File: src/rtl/nrmc_pkg.sv
// ---------------------------------------------------------------------------
// NMEA RMC speed parser package
// Shared types, character codes and arithmetic constants.
// ---------------------------------------------------------------------------
package nrmc_pkg;

    // Characters recognized in the sentence text.
    localparam logic [7:0] CHAR_NUL   = 8'h00;
    localparam logic [7:0] CHAR_NL    = 8'h0A;
    localparam logic [7:0] CHAR_DOLLAR = 8'h24;
    localparam logic [7:0] CHAR_COMMA = 8'h2C;
    localparam logic [7:0] CHAR_DOT   = 8'h2E;
    localparam logic [7:0] CHAR_ZERO  = 8'h30;
    localparam logic [7:0] CHAR_NINE  = 8'h39;
    localparam logic [7:0] CHAR_A     = 8'h41;
    localparam logic [7:0] CHAR_C     = 8'h43;
    localparam logic [15:0] CHARS_RM  = 16'h524D;

    // Comma positions of the status and speed fields.
    localparam logic [3:0] COMMA_STATUS = 4'd2;
    localparam logic [3:0] COMMA_SPEED  = 4'd7;
    localparam logic [3:0] COMMA_MAX    = 4'd8;

    // Speed field parse phases.
    localparam logic [1:0] PHASE_IDLE = 2'd0;
    localparam logic [1:0] PHASE_INT  = 2'd1;
    localparam logic [1:0] PHASE_FRAC = 2'd2;
    localparam logic [1:0] PHASE_DONE = 2'd3;

    // Report kinds.
    localparam logic KIND_SPEED  = 1'b0;
    localparam logic KIND_SEARCH = 1'b1;

    // Configuration register indexes.
    localparam logic [1:0] REG_GAIN   = 2'd0;
    localparam logic [1:0] REG_OFFSET = 2'd1;
    localparam logic [1:0] REG_ZERO   = 2'd2;

    // Configuration reset values.
    localparam logic [19:0] GAIN_RESET   = 20'd127441;
    localparam logic [15:0] OFFSET_RESET = 16'd1200;
    localparam logic [15:0] ZERO_RESET   = 16'd1500;

    // Arithmetic constants.
    localparam logic [23:0] KNOTS_MAX   = 24'hFFFFFF;
    localparam logic [44:0] ROUND_Q16   = 45'd32768;
    localparam logic [30:0] HALF_KMH    = 31'd500;
    // ceil(2^39 / 1000): exact quotient for dividends below 2^30.
    localparam logic [29:0] RECIP_1000  = 30'd549755814;
    localparam int          RECIP_SHIFT = 39;

    // Depth of the queue between front and back.
    localparam int QUEUE_DEPTH = 4;

    // One report request from the front to the back.
    typedef struct packed {
        logic        kind;
        logic [23:0] knots_milli;
    } req_t;

    // Calibration settings seen by the back.
    typedef struct packed {
        logic [19:0] gain_q16;
        logic [15:0] offset_milli_kmh;
        logic [15:0] zero_below_milli_kmh;
    } cfg_t;

endpackage

File: src/rtl/nmea_rmc_speed_parser.sv
// ---------------------------------------------------------------------------
// NMEA RMC speed parser
// Parses RMC sentences a byte at a time and reports calibrated speed.
// ---------------------------------------------------------------------------
// Throughput: one byte accepted per clock cycle while the request queue has room.
// A reporting newline's result passes through the request queue, stages s1 to s3 and the result register.
// The back end is a four-stage pipeline around a 24x20 gain multiplier and a 30x30 reciprocal multiplier.
// Reset clears all sentence state and loads the calibration reset values.
module nmea_rmc_speed_parser import nrmc_pkg::*; #(
    parameter int BUFFER_BYTES = 128
) (
    input  logic        clk,
    input  logic        rst_n,
    input  logic        push,
    output logic        full,
    input  logic [7:0]  rx_byte,
    output logic        empty,
    input  logic        pop,
    output logic        report_kind,
    output logic [15:0] speed_kmh,
    input  logic        cfg_valid,
    output logic        cfg_ready,
    input  logic [1:0]  cfg_index,
    input  logic [19:0] cfg_data
);

    cfg_t cfg_reg;
    logic byte_valid;
    logic req_valid;
    req_t front_req;
    req_t queue_req;
    logic q_full;
    logic q_empty;
    logic req_take;

    assign full       = q_full;
    assign byte_valid = push && !q_full;
    assign cfg_ready  = 1'b1;

    // Calibration registers.
    always_ff @(posedge clk or negedge rst_n)
    begin
        if (!rst_n)
        begin
            cfg_reg.gain_q16             <= GAIN_RESET;
            cfg_reg.offset_milli_kmh     <= OFFSET_RESET;
            cfg_reg.zero_below_milli_kmh <= ZERO_RESET;
        end
        else if (cfg_valid && cfg_ready)
        begin
            case (cfg_index)
                REG_GAIN:   cfg_reg.gain_q16             <= cfg_data;
                REG_OFFSET: cfg_reg.offset_milli_kmh     <= cfg_data[15:0];
                REG_ZERO:   cfg_reg.zero_below_milli_kmh <= cfg_data[15:0];
                default:
                begin
                end
            endcase
        end
    end

    nrmc_front #(
        .BUFFER_BYTES(BUFFER_BYTES)
    ) u_front (
        .clk       (clk),
        .rst_n     (rst_n),
        .byte_valid(byte_valid),
        .rx_byte   (rx_byte),
        .req_valid (req_valid),
        .req       (front_req)
    );

    nrmc_queue u_queue (
        .clk    (clk),
        .rst_n  (rst_n),
        .wr_en  (req_valid),
        .wr_data(front_req),
        .full   (q_full),
        .rd_en  (req_take),
        .rd_data(queue_req),
        .empty  (q_empty)
    );

    nrmc_back u_back (
        .clk        (clk),
        .rst_n      (rst_n),
        .cfg        (cfg_reg),
        .req_avail  (!q_empty),
        .req        (queue_req),
        .req_take   (req_take),
        .empty      (empty),
        .pop        (pop),
        .report_kind(report_kind),
        .speed_kmh  (speed_kmh)
    );

endmodule

File: src/rtl/nrmc_front.sv
// ---------------------------------------------------------------------------
// NMEA RMC front end
// Tracks one sentence a byte per cycle and emits a report request on a
// stored newline once "RMC" has been seen.
// ---------------------------------------------------------------------------
module nrmc_front import nrmc_pkg::*; #(
    parameter int BUFFER_BYTES = 128
) (
    input  logic       clk,
    input  logic       rst_n,
    input  logic       byte_valid,
    input  logic [7:0] rx_byte,
    output logic       req_valid,
    output req_t       req
);

    localparam int CW = $clog2(BUFFER_BYTES);
    localparam logic [CW-1:0] COUNT_LIMIT = CW'(BUFFER_BYTES - 1);

    logic [CW-1:0] count_reg, count_next;
    logic [3:0]    comma_reg, comma_next;
    logic [15:0]   recent_reg, recent_next;
    logic          rmc_reg, rmc_next;
    logic          stat_next_reg, stat_next_next;
    logic          stat_ok_reg, stat_ok_next;
    logic [1:0]    phase_reg, phase_next;
    logic [23:0]   knots_reg, knots_next;
    logic [1:0]    frac_reg, frac_next;
    logic          ended_reg, ended_next;

    logic          restart;
    logic          digit;
    logic [3:0]    dval;
    logic [27:0]   int_sum;
    logic [24:0]   frac_sum;
    logic [9:0]    frac_w;
    logic [3:0]    comma_inc;

    // Character classification and digit arithmetic.
    always_comb
    begin
        restart  = (rx_byte == CHAR_DOLLAR);
        digit    = (rx_byte >= CHAR_ZERO) && (rx_byte <= CHAR_NINE);
        dval     = digit ? rx_byte[3:0] : 4'd0;
        int_sum  = {1'b0, knots_reg, 3'b000} + {3'b000, knots_reg, 1'b0}
                 + (28'(dval) * 28'd1000);
        case (frac_reg)
            2'd0:    frac_w = 10'd100;
            2'd1:    frac_w = 10'd10;
            default: frac_w = 10'd1;
        endcase
        frac_sum  = {1'b0, knots_reg} + 25'(dval * frac_w);
        comma_inc = comma_reg + 4'd1;
    end

    // Next sentence state for an accepted byte.
    always_comb
    begin
        count_next     = count_reg;
        comma_next     = comma_reg;
        recent_next    = recent_reg;
        rmc_next       = rmc_reg;
        stat_next_next = stat_next_reg;
        stat_ok_next   = stat_ok_reg;
        phase_next     = phase_reg;
        knots_next     = knots_reg;
        frac_next      = frac_reg;
        ended_next     = ended_reg;
        req_valid      = 1'b0;

        if (byte_valid)
        begin
            if (restart)
            begin
                // A dollar sign opens a new sentence and is then stored.
                count_next     = CW'(1);
                comma_next     = 4'd0;
                recent_next    = {8'h00, rx_byte};
                rmc_next       = 1'b0;
                stat_next_next = 1'b0;
                stat_ok_next   = 1'b0;
                phase_next     = PHASE_IDLE;
                knots_next     = 24'd0;
                frac_next      = 2'd0;
                ended_next     = 1'b0;
            end
            else if (count_reg != COUNT_LIMIT)
            begin
                count_next = count_reg + CW'(1);
                if (!ended_reg)
                begin
                    if (stat_next_reg)
                    begin
                        stat_ok_next   = (rx_byte == CHAR_A);
                        stat_next_next = 1'b0;
                    end

                    case (phase_reg)
                        PHASE_INT:
                        begin
                            if (digit)
                                knots_next = (int_sum > 28'(KNOTS_MAX)) ?
                                             KNOTS_MAX : int_sum[23:0];
                            else if (rx_byte == CHAR_DOT)
                                phase_next = PHASE_FRAC;
                            else
                                phase_next = PHASE_DONE;
                        end
                        PHASE_FRAC:
                        begin
                            if (digit)
                            begin
                                if (frac_reg != 2'd3)
                                begin
                                    knots_next = frac_sum[24] ? KNOTS_MAX : frac_sum[23:0];
                                    frac_next  = frac_reg + 2'd1;
                                end
                            end
                            else
                                phase_next = PHASE_DONE;
                        end
                        default:
                        begin
                        end
                    endcase

                    if ((rx_byte == CHAR_COMMA) && (comma_reg < COMMA_MAX))
                    begin
                        comma_next = comma_inc;
                        if (comma_inc == COMMA_STATUS)
                            stat_next_next = 1'b1;
                        if (comma_inc == COMMA_SPEED)
                            phase_next = PHASE_INT;
                    end

                    if ((recent_reg == CHARS_RM) && (rx_byte == CHAR_C))
                        rmc_next = 1'b1;
                    recent_next = {recent_reg[7:0], rx_byte};

                    if (rx_byte == CHAR_NUL)
                        ended_next = 1'b1;
                end

                // A stored newline reports on the text so far.
                req_valid = (rx_byte == CHAR_NL) && rmc_next;
            end
        end

        req.kind        = stat_ok_next ? KIND_SPEED : KIND_SEARCH;
        req.knots_milli = knots_next;
    end

    // Sentence state registers.
    always_ff @(posedge clk or negedge rst_n)
    begin
        if (!rst_n)
        begin
            count_reg     <= '0;
            comma_reg     <= 4'd0;
            recent_reg    <= 16'd0;
            rmc_reg       <= 1'b0;
            stat_next_reg <= 1'b0;
            stat_ok_reg   <= 1'b0;
            phase_reg     <= PHASE_IDLE;
            knots_reg     <= 24'd0;
            frac_reg      <= 2'd0;
            ended_reg     <= 1'b0;
        end
        else
        begin
            count_reg     <= count_next;
            comma_reg     <= comma_next;
            recent_reg    <= recent_next;
            rmc_reg       <= rmc_next;
            stat_next_reg <= stat_next_next;
            stat_ok_reg   <= stat_ok_next;
            phase_reg     <= phase_next;
            knots_reg     <= knots_next;
            frac_reg      <= frac_next;
            ended_reg     <= ended_next;
        end
    end

    // The stored count never passes the buffer limit.
    a_count_limit: assert property (@(posedge clk) disable iff (!rst_n)
        count_reg <= COUNT_LIMIT)
        else $error("stored count exceeds buffer limit");

    // The comma count saturates at eight.
    a_comma_limit: assert property (@(posedge clk) disable iff (!rst_n)
        comma_reg <= COMMA_MAX)
        else $error("comma count exceeds saturation value");

endmodule

File: src/rtl/nrmc_queue.sv
// ---------------------------------------------------------------------------
// NMEA RMC request queue
// Short queue of report requests between the front and the back.
// ---------------------------------------------------------------------------
module nrmc_queue import nrmc_pkg::*; (
    input  logic clk,
    input  logic rst_n,
    input  logic wr_en,
    input  req_t wr_data,
    output logic full,
    input  logic rd_en,
    output req_t rd_data,
    output logic empty
);

    localparam int PW = $clog2(QUEUE_DEPTH);

    req_t          mem [QUEUE_DEPTH];
    logic [PW-1:0] wr_ptr_reg, rd_ptr_reg;
    logic [PW:0]   level_reg, level_next;

    assign full    = (level_reg == (PW+1)'(QUEUE_DEPTH));
    assign empty   = (level_reg == '0);
    assign rd_data = mem[rd_ptr_reg];

    // Occupancy follows the write and read transactions.
    always_comb
    begin
        level_next = level_reg;
        case ({wr_en, rd_en})
            2'b10:   level_next = level_reg + (PW+1)'(1);
            2'b01:   level_next = level_reg - (PW+1)'(1);
            default: level_next = level_reg;
        endcase
    end

    // Storage.
    always_ff @(posedge clk)
    begin
        if (wr_en)
            mem[wr_ptr_reg] <= wr_data;
    end

    // Pointers and occupancy.
    always_ff @(posedge clk or negedge rst_n)
    begin
        if (!rst_n)
        begin
            wr_ptr_reg <= '0;
            rd_ptr_reg <= '0;
            level_reg  <= '0;
        end
        else
        begin
            if (wr_en)
                wr_ptr_reg <= wr_ptr_reg + PW'(1);
            if (rd_en)
                rd_ptr_reg <= rd_ptr_reg + PW'(1);
            level_reg <= level_next;
        end
    end

    // The queue is never written while full nor read while empty.
    a_no_overflow: assert property (@(posedge clk) disable iff (!rst_n)
        !(wr_en && full) && !(rd_en && empty))
        else $error("queue overflow or underflow");

endmodule

File: src/rtl/nrmc_back.sv
// ---------------------------------------------------------------------------
// NMEA RMC calibration back end
// Pipelined knots to km/h conversion with threshold, rounding and
// saturation, ending in the result register.
// ---------------------------------------------------------------------------
module nrmc_back import nrmc_pkg::*; (
    input  logic        clk,
    input  logic        rst_n,
    input  cfg_t        cfg,
    input  logic        req_avail,
    input  req_t        req,
    output logic        req_take,
    output logic        empty,
    input  logic        pop,
    output logic        report_kind,
    output logic [15:0] speed_kmh
);

    logic        advance;

    logic        s1_valid_reg;
    logic        s1_kind_reg;
    logic [43:0] s1_prod_reg;

    logic        s2_valid_reg;
    logic        s2_kind_reg;
    logic        s2_zero_reg;
    logic [29:0] s2_x_reg;

    logic        s3_valid_reg;
    logic        s3_kind_reg;
    logic        s3_zero_reg;
    logic [20:0] s3_quot_reg;

    logic        out_valid_reg;
    logic        out_kind_reg;
    logic [15:0] out_speed_reg;

    logic [44:0] rounded;
    logic [30:0] m_val;
    logic        below;
    logic [30:0] x_val;
    logic [59:0] recip_prod;

    // The whole pipeline moves when the result register can take a value.
    assign advance  = !out_valid_reg || pop;
    assign req_take = advance && req_avail;

    // Offset, threshold and rounding bias after the gain multiply.
    always_comb
    begin
        rounded    = {1'b0, s1_prod_reg} + ROUND_Q16;
        m_val      = {2'b00, rounded[44:16]}
                   + {{15{cfg.offset_milli_kmh[15]}}, cfg.offset_milli_kmh};
        below      = $signed(m_val) < $signed({15'd0, cfg.zero_below_milli_kmh});
        x_val      = m_val + HALF_KMH;
        recip_prod = s2_x_reg * RECIP_1000;
    end

    // Valid bits of the pipeline.
    always_ff @(posedge clk or negedge rst_n)
    begin
        if (!rst_n)
        begin
            s1_valid_reg  <= 1'b0;
            s2_valid_reg  <= 1'b0;
            s3_valid_reg  <= 1'b0;
            out_valid_reg <= 1'b0;
        end
        else if (advance)
        begin
            s1_valid_reg  <= req_avail;
            s2_valid_reg  <= s1_valid_reg;
            s3_valid_reg  <= s2_valid_reg;
            out_valid_reg <= s3_valid_reg;
        end
    end

    // Pipeline payload.
    always_ff @(posedge clk)
    begin
        if (advance)
        begin
            // Gain multiply.
            s1_kind_reg <= req.kind;
            s1_prod_reg <= req.knots_milli * cfg.gain_q16;

            // Offset and threshold.
            s2_kind_reg <= s1_kind_reg;
            s2_zero_reg <= (s1_kind_reg == KIND_SEARCH) || below;
            s2_x_reg    <= x_val[29:0];

            // Division by 1000 through the reciprocal.
            s3_kind_reg <= s2_kind_reg;
            s3_zero_reg <= s2_zero_reg;
            s3_quot_reg <= recip_prod[59:RECIP_SHIFT];

            // Saturation into the result register.
            out_kind_reg <= s3_kind_reg;
            if (s3_zero_reg)
                out_speed_reg <= 16'd0;
            else if (s3_quot_reg[20:16] != 5'd0)
                out_speed_reg <= 16'hFFFF;
            else
                out_speed_reg <= s3_quot_reg[15:0];
        end
    end

    assign empty       = !out_valid_reg;
    assign report_kind = out_kind_reg;
    assign speed_kmh   = out_speed_reg;

    // A searching report always carries a zero speed.
    a_search_zero: assert property (@(posedge clk) disable iff (!rst_n)
        (out_valid_reg && (out_kind_reg == KIND_SEARCH)) |-> (out_speed_reg == 16'd0))
        else $error("searching report with nonzero speed");

    // A waiting result that is not popped freezes the pipeline.
    a_hold: assert property (@(posedge clk) disable iff (!rst_n)
        (out_valid_reg && !pop) |=> (out_valid_reg && $stable(s3_valid_reg)))
        else $error("pipeline moved while result was held");

endmodule
File: config.mk
export PLATFORM = sky130hd
export DESIGN_NAME = nmea_rmc_speed_parser
export DESIGN_NICKNAME = d
export VERILOG_FILES = /design/src/rtl/nrmc_pkg.sv /design/src/rtl/nmea_rmc_speed_parser.sv /design/src/rtl/nrmc_front.sv /design/src/rtl/nrmc_queue.sv /design/src/rtl/nrmc_back.sv
export SDC_FILE = /design/constraint.sdc
export NUM_CORES = 2
export LEC_CHECK = 0
export BUFFER_PORTS_ARGS = -buffer_cell sky130_fd_sc_hd__clkbuf_2
export CAP_MARGIN = 20
export CORE_MARGIN = 5
export CORE_UTILIZATION = 62
export DETAILED_ROUTE_END_ITERATION = 16
export PLACE_DENSITY = 0.78
export SETUP_SLACK_MARGIN = 0.5
export SYNTH_ARGS = -nofsm -noshare
export SYNTH_HDL_FRONTEND = slang
export SYNTH_SLANG_ARGS = --single-unit
File: constraint.sdc
create_clock -name clk -period 19.45 [get_ports clk]
set_clock_uncertainty 0.15 [all_clocks]
set_input_delay 1.945 -clock clk [delete_from_list [all_inputs] [get_ports clk]]
set_output_delay 1.945 -clock clk [all_outputs]
set_load 0.02 [all_outputs]
# ---- Word-level counts from Yosys, hierarchy flattened
# Memory sizes are Yosys's and may differ from the RTL's.
# Cells that the tools add are included.
dict set report classes {
  n_bitwise 0
  add_sub_neg 13
  mul 4
  n_lt_le_gt_ge 5
  reduce_logical 29
  n_eq_ne 20
  shift 0
  n_mux 65
  n_div 0
}
# op count
set ops {}
lappend ops {{24-bit 2-to-1 mux} 9}
lappend ops {{16-bit 2-to-1 mux} 4}
lappend ops {{30-bit by 29-bit multiplier with 59-bit output (second input constant)} 1}
lappend ops {{24-bit one-hot mux with 2 select lines} 1}
lappend ops {{44-bit by 16-bit adder with 45-bit output (second input constant)} 1}
lappend ops {{24-bit by 20-bit multiplier with 44-bit output} 1}
lappend ops {{30-bit by 16-bit adder with 31-bit output} 1}
lappend ops {{31-bit by 17-bit less-than comparator with 1-bit output} 1}
lappend ops {{30-bit by 9-bit adder with 30-bit output (second input constant)} 1}
lappend ops {{27-bit by 25-bit adder with 28-bit output} 1}
lappend ops {{28-bit by 14-bit adder with 28-bit output} 1}
lappend ops {{28-bit by 24-bit > comparator with 1-bit output (second input constant)} 1}
lappend ops {{1-bit 2-to-1 mux} 28}
lappend ops {{2-bit 2-to-1 mux} 13}
lappend ops {{24-bit by 14-bit adder with 25-bit output} 1}
lappend ops {{8-bit by 6-bit == test with 1-bit output (second input constant)} 3}
lappend ops {{4-bit 2-to-1 mux} 5}
lappend ops {{16-bit by 15-bit == test with 1-bit output (second input constant)} 1}
lappend ops {{8-bit by 7-bit == test with 1-bit output (second input constant)} 2}
lappend ops {{7-bit 2-to-1 mux} 2}
lappend ops {{7-bit one-hot mux with 2 select lines} 1}
lappend ops {{2-bit nonzero test} 6}
lappend ops {{4-bit by 7-bit multiplier with 11-bit output} 1}
lappend ops {{4-bit by 7-bit multiplier with 11-bit output (second input constant)} 1}
lappend ops {{29 further kinds} 49}
dict set report word_totals {
  ramBits 100
  word_cells 167
  memories 1
  output_inout_bits 20
  rom_bits 0
  register_bits 239
  latchBits 0
  input_bits 35
}
# memory depth width rd rd_ports_with_merged_regs write_ports line_no
set memory_table {}
lappend memory_table {u_queue.mem 4 25 1 0 1 nrmc_queue.sv:18} ;# req_t mem [QUEUE_DEPTH];

# ---- Logic depth before layout (Yosys ltp)
dict set report logic_depth {
  ltp_word 13
  mapped_depth 36
  depth_no_buf 32
}

# ---- Hierarchy
# A second synthesis with hierarchy kept.
dict set report hier_totals {
  cells_unflattened 4839
  area_unflattened_um2 48486.5
}
# module n_inst cells_per_inst seq_area_each_um2 area_per_inst_um2
set by_module_without_submodules {}
lappend by_module_without_submodules {nrmc_back 1 3716 3163.0 35301.4}
lappend by_module_without_submodules {nrmc_front 1 840 1476.4 7091.8}
lappend by_module_without_submodules {nrmc_queue 1 168 3178.0 4052.6}
lappend by_module_without_submodules {nmea_rmc_speed_parser 1 115 1327.5 2040.7}

# ---- Least setup slack after synthesis
# Ideal clock, no wire load.
dict set report synth_timing {
  kind {input -> register}
  start {input rx_byte[3]}
  end {memory u_queue.mem[0][0] in the netlist's numbering (data pin)}
  setup_ps 269
  arrival_ps 8554
  required_ps 19031
  slack_ps 10477
  stages 35
  n_path_buf 4
  cell_sequence {clkbuf_1 o21ai_0 and4_1 clkbuf_1 clkbuf_1 and2_1 ha_1 inv_1 ha_1 inv_1 fa_1 inv_1 ha_1 a21oi_1 inv_1 a21oi_1 nor2_1 o21ai_0 nand2_1 a21oi_1 xor2_1 fa_1 inv_1 ha_1 and3_1 and3_1 a211oi_1 a21oi_1 or2_2 a211oi_1 nand4_1 clkbuf_1 o211ai_1 nand2_1 a32o_1}
}
# item line_no
set synth_rtl {}
lappend synth_rtl {{start: declaration} nmea_rmc_speed_parser.sv:16} ;# input logic [7:0] rx_byte,
lappend synth_rtl {{end: declaration} nrmc_queue.sv:18}

==> impl_results.md <==
- Final nets: 6,044
- Fin. max-slew vios: 0
- Slowest CP cell: fa_1
- RSZ-0062 raised after global routing: false
- Sequential area share after synthesis: 0.195
- Max-slew headroom: 0.229
- Fin area: 49,400 um^2
- Post-route ant nets: 0
- Die area: 81,300 um^2
- DP Wirelength: 84,300 um
- Clk buf depth: 3
- Vias per inst: 5.82
- Hold WC Path Type: flop to flop
- Hold_buf cts: 0
- Vias in the first global route: 35,228
- WHS: 286 ps
- Net Count, Synth: 6,054
- Max FO, Critical Path: 28
- Util after Layout: 0.653
- TritonRoute pass-1 iters: 6
- Worst path required time: 19,580 ps
- Commonest non-fill, non-tap cell in the layout: inv_1
- Tmin final: 9310 ps
- Maxcap violations: 0
- Final Setup Violations: 0
- Total wire length: 109,000 um
- Vias: 32,939
- F_max: 107 MHz
- Grt ovf: 0
- Number of buffers created by CTS: 37
- Io pins: 55
- PortBufs: 53
- Clk slew on worst S/H paths: 60 ps
- Sum Neg Setup Slack: 0 ps
- Fin. Hold Viols: 0
- GRT Total Usage: 0.277
- Antenna violations before repair: 2
- DR WL/cell: 19.3 um
- FF+latch count, synth: 324
- Dominant synthesized flop cell: edfxtp_1
- TritonCTS clock tree: yes
- Commonest non-fill, non-tap cells in the layout: inv_1 (973), fa_1 (693), ha_1 (665)
- Critical path launch point type: primary input
- Syn_area_per_cell: 10.1 um^2
- # rows: 101
- Gate Count Post-Synth: 4,661
- Synth unique cells: 93
- Post-CTS Setup Bufs: 0
- Starting DRT DRC Count: 2,455
- Status: finished, final reports clean
- Critical path class: primary input to flop
- DRC viols: 0
- Root Buffer Master: clkbuf_16
- EDFF count, synth: 202
- CP Capture Type: flop
- Area grow syn2layout: 5.16%
- Post-DP Area: 48,200 um^2
- Starting Density: 0.621
- Crit path DAT: 9440 ps
- Fraction of registers with async set/reset: 0.377
- Die height: 285 um
- Die width: 285 um
- CTS H-tree lvls: 2
- Max FFs per register: 100
- Gpl congestion: 0.960
- Final Cycle Share: 0.479
- Post-CTS sizing: 0
- First-pass GRT wire length: 181,000 um
- Post-Syn Area: 46,900 um^2
- CP peak stage delay: 500 ps
- Core footprint: 75,600 um^2
- Insertion delay to the later sink of the worst-skew pair: 570 ps
- Slew of the pin with the lowest slew margin: 1160 ps
- Syn. warnings: 0
- Share of layout cells above drive strength 1: 0.0600
- Clock sinks: 324
- Flop2flop setup slack: 10,580 ps
- Largest net degree at the start of global routing: 72
==> worst max-delay path, delay by kind of cell <==
family | cells | cell delay [ps]
and+or+nand+nor | 7 | 1400
adders and majority gates | 6 | 2180
buffers and inverters | 8 | 1130
AOI/OAI and AO/OA | 13 | 2540
xor gates and xnor gates | 1 | 230
==> per-stage QoR <==
stage	setup slack, ps	instances
floorplan	10480	4661
global placement	9330	5589
detailed placement	9020	5589
CTS	9660	5657
global route	9440	5659
finish	10140	5659
==> synthesized netlist by cell type, types with 4 or more instances <==
| library cell | count | area (um^2) |
|---|---|---|
| inv_1 | 974 | 3660 |
| dfstp_2 | 21 | 552 |
| clkbuf_1 | 126 | 473 |
| dfrtp_1 | 101 | 2530 |
| or3_1 | 4 | 25.0 |
| o21a_1 | 19 | 143 |
| o221ai_1 | 12 | 105 |
| mux4_2 | 25 | 563 |
| a311oi_1 | 4 | 35.0 |
| o31a_1 | 7 | 61.3 |
| nor4_1 | 6 | 37.5 |
| a22o_1 | 8 | 70.1 |
| mux2_2 | 59 | 664 |
| o211ai_1 | 10 | 75.1 |
| xor2_1 | 63 | 552 |
| a211oi_1 | 27 | 203 |
| nand2b_1 | 29 | 181 |
| and2_1 | 178 | 1110 |
| a31oi_1 | 18 | 113 |
| ha_1 | 665 | 8320 |
| a211o_1 | 4 | 35.0 |
| buf_1 | 5 | 18.8 |
| nand3b_1 | 5 | 37.5 |
| nor3_1 | 46 | 230 |
| a221oi_1 | 7 | 61.3 |
| nand4_1 | 31 | 194 |
| nor2b_1 | 21 | 131 |
| a21oi_2 | 4 | 35.0 |
| a21oi_1 | 151 | 756 |
| o21bai_1 | 20 | 150 |
| nor3b_1 | 9 | 67.6 |
| nor2_1 | 167 | 627 |
| and3_1 | 33 | 206 |
| nand4b_1 | 5 | 43.8 |
| xnor2_1 | 111 | 972 |
| a21o_1 | 57 | 428 |
| o21ai_0 | 139 | 696 |
| a31o_2 | 4 | 35.0 |
| fa_1 | 693 | 13900 |
| nand2_1 | 451 | 1690 |
| nand3_1 | 48 | 240 |
| and4_1 | 10 | 87.6 |
| edfxtp_1 | 202 | 6070 |
| a2111oi_0 | 4 | 35.0 |
==> cell type report <==
| cell class | count | area (um^2) |
|---|---|---|
| Antenna cell | 1 | 2.50 |
| Clock buffer | 50 | 1060 |
| Clock inverter | 18 | 128 |
| Fill cell | 5908 | 26200 |
| Inverter | 974 | 3660 |
| Multi-Input combinational cell | 3229 | 33600 |
| Sequential cell | 324 | 9150 |
| Tap cell | 978 | 1220 |
| Timing Repair Buffer | 85 | 519 |
==> metal layers <==
metal,vias up,routed length [um],track usage
met5,-,0,0
li1,14995,-,-
met3,277,7500,0.0392
met1,16486,43600,0.359
met2,1181,54200,0.482
met4,0,4080,0.0924
==> cells by family after synthesis <==
logic type,after synthesis,share of synthesized area
flip-flops,324,0.195
other,1,0.0000799
AND/OR/NAND/NOR,1064,0.109
multiplexers,86,0.0266
adder cells (fa/ha/maj),1358,0.473
XOR/XNOR,176,0.0332
AO/OA/AOI/OAI,544,0.0751
buffers and inverters,1108,0.0889
==> path summary, 6_finish.rpt <==
kind	startpoint	end	depth (start not counted)
worst max-delay path	rx_byte[1]	u_queue.mem[3][11]	35
worst min register to register	u_back.s2_zero_reg	u_back.s3_zero_reg	0
worst min-delay path	u_back.s2_zero_reg	u_back.s3_zero_reg	0
min in group asynchronous	rst_n	u_front.knots_reg[22]	1
worst max register to register	u_queue.rd_ptr_reg[0]	u_back.s1_prod_reg[29]	24
max in group asynchronous	rst_n	cfg_reg[31]	2
Power is not shown: default switching activity piles up to over one toggle a cycle in this logic, so the estimate is an artifact.
